[src/sv/ksm_pkg.sv]
package ksm_pkg;

	// Trie capacity in nodes, the root included
	localparam int MAX_NODES = 64;
	localparam int NODE_W    = $clog2(MAX_NODES);
	localparam int CNT_W     = $clog2(MAX_NODES + 1);

	localparam int KEY_W = 9;
	localparam int ACT_W = 8;

	typedef logic [NODE_W-1:0] node_t;
	typedef logic [CNT_W-1:0]  cnt_t;
	typedef logic [KEY_W-1:0]  key_t;
	typedef logic [ACT_W-1:0]  act_t;

	typedef enum logic [2:0] {
		ST_PENDING    = 3'd0,
		ST_MATCHED    = 3'd1,
		ST_NOMATCH    = 3'd2,
		ST_PROGRAMMED = 3'd3,
		ST_FULL       = 3'd4
	} status_t;

	typedef enum logic {
		MODE_MATCH   = 1'b0,
		MODE_PROGRAM = 1'b1
	} mode_t;

	typedef enum logic [2:0] {
		FSM_IDLE,
		FSM_SCAN,
		FSM_RESOLVE,
		FSM_ACT,
		FSM_DONE
	} fsm_t;

	// One edge table entry; the child of edge i is always node i+1
	typedef struct packed {
		node_t parent;
		key_t  key;
	} edge_t;

endpackage

[src/sv/ksm_ifs.sv]
interface ksm_req_if import ksm_pkg::*; ();
	logic valid;
	logic ready;
	logic mode;
	key_t key_code;
	logic last_key;
	act_t action_id;

	modport source (output valid, mode, key_code, last_key, action_id, input ready);
	modport sink (input valid, mode, key_code, last_key, action_id, output ready);
endinterface

interface ksm_rsp_if import ksm_pkg::*; ();
	logic    valid;
	logic    ready;
	status_t status;
	act_t    matched_action;
	key_t    matched_key;

	modport source (output valid, status, matched_action, matched_key, input ready);
	modport sink (input valid, status, matched_action, matched_key, output ready);
endinterface

[src/sv/key_sequence_trie_matcher_core.sv]
// Key sequence trie matcher. Each request word carries one key: in program
// mode it extends the sequence being programmed (following an existing edge
// or making a new node; with the table full a new key only reports ST_FULL
// and goes back to the root), and the word marked last_key attaches
// action_id to the reached node and returns the programming cursor to the
// root; in match mode the match cursor follows the key's edge (a missing
// edge returns it to the root) and a node with a nonzero handler reports a
// match and returns to the root. Every request word yields exactly one
// response word. The trie lives in two synchronous RAMs: an edge table
// (parent, key), entry i leading to node i+1, and a per-node handler table.
// One word is in flight at a time. The edge RAM is scanned linearly at one
// entry per cycle over the edges in use (nodes in use minus one), and a
// match adds one handler RAM read; a response held in the output register
// stalls the block. A finished response may wait there while the next word
// is taken. After reset the trie holds only the root and is ready at once.
module key_sequence_trie_matcher_core import ksm_pkg::*; (
	input  logic      clk,
	input  logic      arst_n,
	ksm_req_if.sink   req,
	ksm_rsp_if.source rsp
);

	// Memories
	edge_t edge_mem [MAX_NODES];
	act_t  act_mem  [MAX_NODES];

	fsm_t state_q, state_d;

	// Control state
	cnt_t  nodes_q;
	node_t prog_cur_q;
	node_t match_cur_q;
	cnt_t  idx_q;
	logic  rd_vld_s1;
	node_t rd_idx_s1;
	logic  found_q;
	logic  rsp_vld_q;

	// Latched word and scan result
	logic  mode_q;
	key_t  key_q;
	logic  last_q;
	act_t  act_q;
	node_t child_q;

	// Pending response
	status_t res_status_q;
	act_t    res_act_q;
	key_t    res_key_q;
	status_t rsp_status_q;
	act_t    rsp_act_q;
	key_t    rsp_key_q;

	// Memory ports
	edge_t edge_rd_s1;
	act_t  act_rd_s1;
	logic  edge_we;
	node_t edge_waddr;
	logic  act_we;
	node_t act_waddr;
	act_t  act_wdata;

	cnt_t  edges;
	node_t cursor;
	node_t new_node;
	logic  hit;
	logic  issue;
	logic  full;
	logic  out_free;
	logic  accept;

	assign edges    = nodes_q - cnt_t'(1);
	assign cursor   = (mode_q == MODE_PROGRAM) ? prog_cur_q : match_cur_q;
	assign new_node = nodes_q[NODE_W-1:0];
	assign full     = (nodes_q == cnt_t'(MAX_NODES));
	assign hit      = rd_vld_s1 && (edge_rd_s1.parent == cursor) && (edge_rd_s1.key == key_q);
	assign issue    = (state_q == FSM_SCAN) && !hit && (idx_q < edges);
	assign out_free = !rsp_vld_q || rsp.ready;
	assign accept   = req.valid && req.ready;

	assign req.ready          = (state_q == FSM_IDLE);
	assign rsp.valid          = rsp_vld_q;
	assign rsp.status         = rsp_status_q;
	assign rsp.matched_action = rsp_act_q;
	assign rsp.matched_key    = rsp_key_q;

	// Table writes happen only while resolving a program word
	assign edge_we    = (state_q == FSM_RESOLVE) && (mode_q == MODE_PROGRAM) && !found_q && !full;
	assign edge_waddr = edges[NODE_W-1:0];
	assign act_we     = (state_q == FSM_RESOLVE) && (mode_q == MODE_PROGRAM)
		&& (found_q ? last_q : !full);
	assign act_waddr  = found_q ? child_q : new_node;
	assign act_wdata  = last_q ? act_q : '0;

	always_ff @(posedge clk) begin
		if (edge_we) begin
			edge_mem[edge_waddr] <= '{parent: prog_cur_q, key: key_q};
		end
		edge_rd_s1 <= edge_mem[idx_q[NODE_W-1:0]];
	end

	always_ff @(posedge clk) begin
		if (act_we) begin
			act_mem[act_waddr] <= act_wdata;
		end
		act_rd_s1 <= act_mem[child_q];
	end

	always_ff @(posedge clk or negedge arst_n) begin
		if (!arst_n) begin
			state_q <= FSM_IDLE;
		end else begin
			state_q <= state_d;
		end
	end

	always_comb begin
		state_d = state_q;
		unique case (state_q)
			FSM_IDLE: begin
				if (req.valid) begin
					state_d = FSM_SCAN;
				end
			end
			FSM_SCAN: begin
				// Stop on a hit, or once every edge has been read and checked
				if (hit || (!issue && !rd_vld_s1)) begin
					state_d = FSM_RESOLVE;
				end
			end
			FSM_RESOLVE: begin
				state_d = ((mode_q == MODE_MATCH) && found_q) ? FSM_ACT : FSM_DONE;
			end
			FSM_ACT: begin
				state_d = FSM_DONE;
			end
			FSM_DONE: begin
				if (out_free) begin
					state_d = FSM_IDLE;
				end
			end
			default: begin
				state_d = FSM_IDLE;
			end
		endcase
	end

	// Control registers
	always_ff @(posedge clk or negedge arst_n) begin
		if (!arst_n) begin
			nodes_q     <= cnt_t'(1);
			prog_cur_q  <= '0;
			match_cur_q <= '0;
			idx_q       <= '0;
			rd_vld_s1   <= 1'b0;
			found_q     <= 1'b0;
			rsp_vld_q   <= 1'b0;
		end else begin
			if (state_q == FSM_DONE && out_free) begin
				rsp_vld_q <= 1'b1;
			end else if (rsp.ready) begin
				rsp_vld_q <= 1'b0;
			end

			case (state_q)
				FSM_IDLE: begin
					idx_q     <= '0;
					rd_vld_s1 <= 1'b0;
					found_q   <= 1'b0;
				end
				FSM_SCAN: begin
					// Advance the read address; the data returns in the next cycle
					rd_vld_s1 <= issue;
					if (issue) begin
						idx_q <= idx_q + cnt_t'(1);
					end
					if (hit) begin
						found_q <= 1'b1;
					end
				end
				FSM_RESOLVE: begin
					if (mode_q == MODE_PROGRAM) begin
						if (found_q) begin
							prog_cur_q <= last_q ? '0 : child_q;
						end else if (full) begin
							prog_cur_q <= '0;
						end else begin
							nodes_q    <= nodes_q + cnt_t'(1);
							prog_cur_q <= last_q ? '0 : new_node;
						end
					end else if (!found_q) begin
						match_cur_q <= '0;
					end
				end
				FSM_ACT: begin
					match_cur_q <= (act_rd_s1 != '0) ? '0 : child_q;
				end
				default: begin
				end
			endcase
		end
	end

	// Datapath registers
	always_ff @(posedge clk) begin
		if (accept) begin
			mode_q <= req.mode;
			key_q  <= req.key_code;
			last_q <= req.last_key;
			act_q  <= req.action_id;
		end

		rd_idx_s1 <= idx_q[NODE_W-1:0];
		if (state_q == FSM_SCAN && hit) begin
			child_q <= rd_idx_s1 + node_t'(1);
		end

		if (state_q == FSM_RESOLVE) begin
			res_act_q <= '0;
			res_key_q <= '0;
			if (mode_q == MODE_PROGRAM) begin
				if (!found_q && full) begin
					res_status_q <= ST_FULL;
				end else begin
					res_status_q <= last_q ? ST_PROGRAMMED : ST_PENDING;
				end
			end else begin
				res_status_q <= ST_NOMATCH;
			end
		end

		if (state_q == FSM_ACT) begin
			if (act_rd_s1 != '0) begin
				res_status_q <= ST_MATCHED;
				res_act_q    <= act_rd_s1;
				res_key_q    <= key_q;
			end else begin
				res_status_q <= ST_PENDING;
			end
		end

		// Hold the response until taken, then load the next one
		if (state_q == FSM_DONE && out_free) begin
			rsp_status_q <= res_status_q;
			rsp_act_q    <= res_act_q;
			rsp_key_q    <= res_key_q;
		end
	end

endmodule

[src/flat_wrapper.sv]
// flat-port wrapper written by rule: the top's interface ports become plain ports
module key_sequence_trie_matcher_core_flat import ksm_pkg::*;
  (clk, arst_n, req_valid, req_mode, req_key_code, req_last_key, req_action_id, req_ready, rsp_valid, rsp_status, rsp_matched_action, rsp_matched_key, rsp_ready);
  ksm_req_if req_i ();
  ksm_rsp_if rsp_i ();
  input  logic clk;
  input  logic arst_n;
  input wire logic [$bits(req_i.valid)-1:0] req_valid;
  input wire logic [$bits(req_i.mode)-1:0] req_mode;
  input wire logic [$bits(req_i.key_code)-1:0] req_key_code;
  input wire logic [$bits(req_i.last_key)-1:0] req_last_key;
  input wire logic [$bits(req_i.action_id)-1:0] req_action_id;
  output wire logic [$bits(req_i.ready)-1:0] req_ready;
  output wire logic [$bits(rsp_i.valid)-1:0] rsp_valid;
  output wire logic [$bits(rsp_i.status)-1:0] rsp_status;
  output wire logic [$bits(rsp_i.matched_action)-1:0] rsp_matched_action;
  output wire logic [$bits(rsp_i.matched_key)-1:0] rsp_matched_key;
  input wire logic [$bits(rsp_i.ready)-1:0] rsp_ready;
  assign req_i.valid = req_valid;
  assign req_i.mode = req_mode;
  assign req_i.key_code = req_key_code;
  assign req_i.last_key = req_last_key;
  assign req_i.action_id = req_action_id;
  assign req_ready = req_i.ready;
  assign rsp_valid = rsp_i.valid;
  assign rsp_status = rsp_i.status;
  assign rsp_matched_action = rsp_i.matched_action;
  assign rsp_matched_key = rsp_i.matched_key;
  assign rsp_i.ready = rsp_ready;
  key_sequence_trie_matcher_core u_core (.clk(clk), .arst_n(arst_n), .req(req_i), .rsp(rsp_i));
endmodule
[config.mk]
export PLATFORM = sky130hd
export DESIGN_NAME = key_sequence_trie_matcher_core_flat
export DESIGN_NICKNAME = d
export VERILOG_FILES = /design/src/sv/ksm_pkg.sv /design/src/sv/ksm_ifs.sv /design/src/sv/key_sequence_trie_matcher_core.sv /design/src/flat_wrapper.sv
export SDC_FILE = /design/constraint.sdc
export NUM_CORES = 1
export LEC_CHECK = 0
export BUFFER_PORTS_ARGS = -buffer_cell sky130_fd_sc_hd__buf_4
export CORE_AREA = 2 2 337 339
export DETAILED_ROUTE_END_ITERATION = 10
export DIE_AREA = 0 0 339 341
export PLACE_DENSITY = 0.77
export SETUP_SLACK_MARGIN = 0.05
export SLEW_MARGIN = 0
export SYNTH_ARGS = -nofsm -noshare
export SYNTH_HDL_FRONTEND = slang
export SYNTH_SLANG_ARGS = --single-unit
[constraint.sdc]
create_clock -name clk -period 9.5 [get_ports clk]
set_clock_uncertainty 0.15 [all_clocks]
set_input_delay 1.425 -clock clk [delete_from_list [all_inputs] [get_ports clk]]
set_output_delay 1.425 -clock clk [all_outputs]
set_load 0.03 [all_outputs]
# Yosys cells after proc, flatten, opt, wreduce, memory -nomap -nowiden
# Memory sizes are Yosys's and may differ from the RTL's. A register that Yosys moved wholly into a read port is not among the register bits.
# Index checks and enable logic that the tools add are counted.
dict set report word_totals {
  register_bits 103
  ram_bits 1472
  input_bits 23
  output_inout_bits 22
  elab_cells 117
  memories 2
}
dict set report classes {
  addsub 4
  n_lt_le_gt_ge 1
  eq_ne 14
  muxes 40
  bitwise_logic 3
  n_reduce_logical 33
}
# name words width read_ports rd_ports_with_merged_regs wr line
set memory_table {}
lappend memory_table {u_core.edge_mem 64 15 1 1 1 key_sequence_trie_matcher_core.sv:24} ;# edge_t edge_mem [MAX_NODES];
lappend memory_table {u_core.act_mem 64 8 1 1 1 key_sequence_trie_matcher_core.sv:25} ;# act_t act_mem [MAX_NODES];
# op n
set op_table {}
lappend op_table {{$mux W6} 9}
lappend op_table {{$mux W8} 4}
lappend op_table {{$mux W9} 3}
lappend op_table {{$mux W3} 8}
lappend op_table {{$pmux W3 S5} 1}
lappend op_table {{$add A7 B1 Y7 const B} 2}
lappend op_table {{$logic_and A1 B1 Y1} 14}
lappend op_table {{$pmux W7 S2} 1}
lappend op_table {{$pmux W6 S2} 1}
lappend op_table {{$eq A9 B9 Y1} 1}
lappend op_table {{$mux W1} 9}
lappend op_table {{$ne A2 B2 Y1 const B} 4}
lappend op_table {{$reduce_bool A8 Y1} 1}
lappend op_table {{$eq A7 B7 Y1 const B} 1}
lappend op_table {{$lt A7 B7 Y1} 1}
lappend op_table {{$mux W7} 1}
lappend op_table {{$sub A7 B1 Y7 const B} 1}
lappend op_table {{$add A6 B1 Y6 const B} 1}
lappend op_table {{$eq A3 B2 Y1 const B} 2}
lappend op_table {{$eq A6 B6 Y1} 1}
lappend op_table {{$logic_not A1 Y1} 6}
lappend op_table {{$ne A2 B1 Y1 const B} 3}
lappend op_table {{$reduce_and A2 Y1} 3}
lappend op_table {{$reduce_and A3 Y1} 2}
lappend op_table {{other kinds (9)} 15}

# Logic depth before layout (Yosys ltp)
dict set report depth {
  depth_word 12
  ltp_mapped 13
  mapped_depth_nobuf 12
}

# Worst setup path after synthesis
# No wires, ideal clock.
dict set report synth_path {
  path_type {reg2reg}
  startpoint {reg u_core.nodes_q[0]}
  endpoint {reg u_core.idx_q[5]}
  setup_time_ns 0.080
  t_arrival_ns 3.080
  required_ns 9.270
  path_slack_ns 6.190
  path_stages_with_launch 13
  path_buffers 0
  synth_period_minus_slack_ns 3.310
  path_cell_list {dfstp_2 inv_1 ha_1 xor2_1 inv_1 ha_1 a21oi_1 nand2_1 maj3_2 a221oi_2 nand4_1 or4_1 a21oi_1}
}
dict set report synth_between {
  elab_chain_cells 5
}
# element line
set synth_lines {}
lappend synth_lines {{start: declaration} key_sequence_trie_matcher_core.sv:30} ;# cnt_t nodes_q;
lappend synth_lines {{start signal: assignment} key_sequence_trie_matcher_core.sv:151} ;# nodes_q <= cnt_t'(1);
lappend synth_lines {{start signal: assignment} key_sequence_trie_matcher_core.sv:188} ;# nodes_q <= nodes_q + cnt_t'(1);
lappend synth_lines {{$sub A7 B1 Y7} key_sequence_trie_matcher_core.sv:72} ;# assign edges = nodes_q - cnt_t'(1);
lappend synth_lines {{via u_core.edges[0]} key_sequence_trie_matcher_core.sv:63} ;# cnt_t edges;
lappend synth_lines {{$lt A7 B7 Y1} key_sequence_trie_matcher_core.sv:77} ;# assign issue = (state_q == FSM_SCAN) && !hit && (idx_q < edges);
lappend synth_lines {{$logic_and A1 B1 Y1} key_sequence_trie_matcher_core.sv:77}
lappend synth_lines {{$ne A2 B1 Y1 (no line)} -}
lappend synth_lines {{$reduce_and A2 Y1 (no line)} -}
lappend synth_lines {{end signal: assignment} key_sequence_trie_matcher_core.sv:175} ;# idx_q <= idx_q + cnt_t'(1);
lappend synth_lines {{end: declaration} key_sequence_trie_matcher_core.sv:33} ;# cnt_t idx_q;
# The timed path passes the listed nets, and every way through them passes these cells.
# A chain may end at the register's enable or synchronous reset.

# Final worst setup path
dict set report layout_path {
  startpoint {reg u_core.state_q[1]}
  endpoint {mem u_core.edge_mem[56][14] (netlist name), enable pin}
}
dict set report layout_between {
  elab_chain_cells 6
}
# element line
set layout_lines {}
lappend layout_lines {{start: declaration} key_sequence_trie_matcher_core.sv:27} ;# fsm_t state_q, state_d;
lappend layout_lines {{start signal: assignment} key_sequence_trie_matcher_core.sv:113} ;# state_q <= state_d;
lappend layout_lines {{$eq A3 B2 Y1} key_sequence_trie_matcher_core.sv:88} ;# assign edge_we = (state_q == FSM_RESOLVE) && (mode_q == MODE_PROGRAM) && !found_q && !full;
lappend layout_lines {{$logic_and A1 B1 Y1 (3 in a row)} key_sequence_trie_matcher_core.sv:88}
lappend layout_lines {{$mux W1} key_sequence_trie_matcher_core.sv:96} ;# if (edge_we) begin
lappend layout_lines {{$mux W1 (implied by the code)} key_sequence_trie_matcher_core.sv:97} ;# edge_mem[edge_waddr] <= '{parent: prog_cur_q, key: key_q};
lappend layout_lines {{end: declaration} key_sequence_trie_matcher_core.sv:24}
# Every way passes these cells.

==> run_results.csv <==
group,metric,value,unit
status,status,"finished clean",
critical_path,r2r_cells,5,
cells_and_area,final_nets,2809,
yosys,synth_cell_types,53,
floorplan,rows,123,
detailed_routing,wire_per_inst,32.51,um
floorplan,dieArea,0.1156,mm2
critical_path,crit_required,9.71,ns
place,io_buffers,44,
yosys,yosys_register_bits,1598,
cells_and_area,nFillCells,7236,
critical_path,start_kind,"register",
cts,post_cts_buffers,0,
detailed_routing,detail-route-antenna-nets,0,
cts,cts.clk_slew.worst_paths,0.06,ns
cells_and_area,layout_commonest_cell,"edfxtp_1",
timing,hold_viol,0,
cts,cts_made_buffers,151,
yosys,synth_edf_count,1520,
global_routing,grt_max_degree,113,
detailed_routing,first_pass_iters,6,
cells_and_area,drive_gt1_share,30.15,%
cells_and_area,area_growth,11.48,%
timing,period_share,51.25,%
critical_path,timing_worst_setup_path_type,"register to register",
cts,h-tree-depth,4,
detailed_routing,first_iter_violations,4328,
cts,cts_root_buf,"clkbuf_16",
cts,cts_buffer_depth,3,
worst_hold_path,min_path_type,"register to register",
detailed_routing,vias,29047,
place,dpl.hpwl,81.39,mm
power_and_ir_drop,peakVddDrop,0.0002656,V
timing,max_slew_margin,8.597,%
cts,tritoncts,"yes",
timing,worst_pin_slew,1.366,ns
yosys,yosysWarnings,0,
yosys,synth.area.top_cells,"edfxtp_1 75%, mux4_2 18%, dfxtp_1 1.5%",
global_routing,globalRouteMet2Util,39.99,%
yosys,postSynth.asyncResetShare,2.003,%
floorplan,initial_core_util,54.69,%
global_routing,overflow,0,
timing,setup_viol,0,
timing,fin_tns_setup,0,ns
worst_hold_path,min-delay-start,"u_core.res_key_q[7]$_DFF_P_",
floorplan,coreArea,0.1119,mm2
worst_hold_path,hold_path_depth,0,
timing,drv_slew,0,
global_routing,grt_use_met3,5.013,%
floorplan,die_h,341,um
cts,clock_latency,0.77,ns
timing,fmax,0.2054,GHz
yosys,syn-cell-area,0.06119,mm2
place,gp_congestion,0.8520,
timing,grt_setup_unrepaired,"no",
critical_path,timing.rr.end,"u_core.edge_mem[56][14]$_DFFE_PP_",
global_routing,grt_pass1_wl,207.7,mm
cts,cts_resized,0,
yosys,syn-num-nets,2662,
critical_path,critPathSlowestCell,"nor2_1",
critical_path,timing.rr.start,"u_core.state_q[1]$_DFFE_PN0P_",
worst_hold_path,min_to,"u_core.rsp.matched_key[7]$_DFFE_PP_",
floorplan,ios,45,
global_routing,grt_most_used_layer,"met2",
yosys,synthFlopType,"edfxtp_1",
timing,min_period,4.868,ns
yosys,yosysTopAreaCell,"edfxtp_1",
floorplan,fp.dieW,339,um
cts,cts_hold_buf,0,
detailed_routing,viasPerCell,6.594,
power_and_ir_drop,power.density,249.1,mW/mm2
critical_path,crit_arrival,5.08,ns
flow_run,maxCapViolCount,0,
critical_path,critPathMaxFanout,17,
power_and_ir_drop,power_leakage,21.80,nW
critical_path,worstPathCellList,"nor2b_1, nand3b_1, nor4_1, nand3_1, nor2_1",
global_routing,met1_usage,35.47,%
detailed_routing,route.detailed.drc,0,
detailed_routing,drt-total-wl,143.2,mm
yosys,synth_top_area_share,74.59,%
yosys,syn_inst,2631,
global_routing,track_usage,25.06,%
critical_path,reg2reg_slack,4.63,ns
critical_path,end_kind,"register",
cts,cts_num_sinks,1598,
yosys,yosysSeqAreaShare,77.41,%
cells_and_area,layout_common_cells,"1520 x edfxtp_1, 483 x mux4_2, 152 x clkbuf_16, 121 x buf_4, 118 x nor2_1",
timing,hold_slack,0.2886,ns
global_routing,grt_pass1_vias,29014,
yosys,avgSynthCellArea,23.26,um2
critical_path,critPathMaxStageDelay,1.26,ns
global_routing,antenna_found_initial,9,
-- synthesized netlist by cell type, drive strengths merged (10+ instances only) --
| library cell | n |
|---|---|
| edfxtp | 1520 |
| mux4 | 483 |
| nor2 | 143 |
| nand2 | 74 |
| buf | 70 |
| clkbuf | 59 |
| dfxtp | 46 |
| dfrtp | 31 |
| xnor2 | 25 |
| nand3 | 19 |
| a22o | 14 |
| and2 | 14 |
| inv | 13 |
| mux2i | 12 |
| o31ai | 10 |
-- worst max path at each step --
| stage | slack [ns] | endpoint | from |
|---|---|---|---|
| final | 4.63 | u_core.edge_mem[56][14]$_DFFE_PP_ | u_core.state_q[1]$_DFFE_PN0P_ |
| after global routing | 4.31 | u_core.edge_mem[48][2]$_DFFE_PP_ | u_core.state_q[1]$_DFFE_PN0P_ |
| after CTS | 4.65 | u_core.edge_mem[36][1]$_DFFE_PP_ | u_core.state_q[1]$_DFFE_PN0P_ |
| after detailed placement | 4.64 | u_core.edge_mem[36][3]$_DFFE_PP_ | u_core.state_q[1]$_DFFE_PN0P_ |
| after global placement | 4.72 | u_core.edge_mem[36][3]$_DFFE_PP_ | u_core.state_q[1]$_DFFE_PN0P_ |
| after floorplan | 6.19 | u_core.idx_q[5]$_DFFE_PN0P_ | u_core.nodes_q[0]$_DFFE_PN1P_ |
-- area by class of cell --
| class | count | area (um2) | area share [%] |
|---|---|---|---|
| Sequential cell | 1598 | 47390 | 69.47 |
| Multi-Input combinational cell | 891 | 13220 | 19.37 |
| Clock buffer | 179 | 3915 | 5.739 |
| Tap cell | 1500 | 1877 | 2.751 |
| Timing Repair Buffer | 123 | 948.4 | 1.390 |
| Clock inverter | 98 | 814.5 | 1.194 |
| Inverter | 13 | 48.80 | 0.07153 |
| Antenna cell | 3 | 7.507 | 0.01101 |
-- worst max-delay path, delay by kind of cell, from the launching register on --
kind | cells | cell delay (ns)
DFF | 1 | 0.49
and+or+nand+nor | 5 | 3.81
-- power by group --
part | internal, mW | leakage (nW) | switching, mW | total, mW
logic | 1.16 | 4.31 | 1.74 | 2.90
registers | 8.12 | 15.2 | 0.182 | 8.30
clock network | 3.19 | 2.32 | 2.60 | 5.79
-- registers in the layout, indices dropped and copies added (netlist names), 8 cells and up --
name                       cells
u_core.edge_rd_s1             15
u_core.act_q                   8
u_core.rsp.matched_action      8
u_core.key_q                   9
u_core.res_key_q               9
u_core.rsp.matched_key         9
u_core.edge_mem              960
u_core.act_mem               512
u_core.act_rd_s1               8
u_core.res_act_q               8
-- logic make-up (layout without fill, tap and decap cells) --
group / count (synthesis) / in the layout / synth area share (%)
flip-flops: 1598 / 1598 / 77.41
multiplexers: 496 / 496 / 17.99
AND/OR/NAND/NOR: 292 / 292 / 2.092
buffers and inverters: 142 / 413 / 1.102
AO/OA/AOI/OAI: 64 / 64 / 0.7934
XOR/XNOR: 30 / 30 / 0.4294
adder cells (fa/ha/maj): 9 / 9 / 0.1820
other: 0 / 3 / 0
-- metal layers --
layer	vias to the layer above	wire length, um
li1	11437	-
met4	4	4242
met2	1947	70480
met3	261	14540
met5	-	32
met1	15398	53910
-- through the flow --
stage | instance area (um2) | instances | power [mW] | setup WS [ns] | utilization (%)
2_1_floorplan | 61190 | 2631 | 10.31 | 6.190 | -
3_3_place_gp | 63420 | 4125 | 11.22 | 4.716 | 56.68
3_5_place_dp | 63420 | 4125 | 11.31 | 4.640 | 56.69
4_1_cts | 68150 | 4402 | 17.04 | 4.649 | 60.92
5_1_grt | 68210 | 4402 | 17.45 | 4.307 | 60.96
6_report | 68210 | 4405 | 16.99 | 4.632 | 60.97
(Power assumes the default switching activity.)
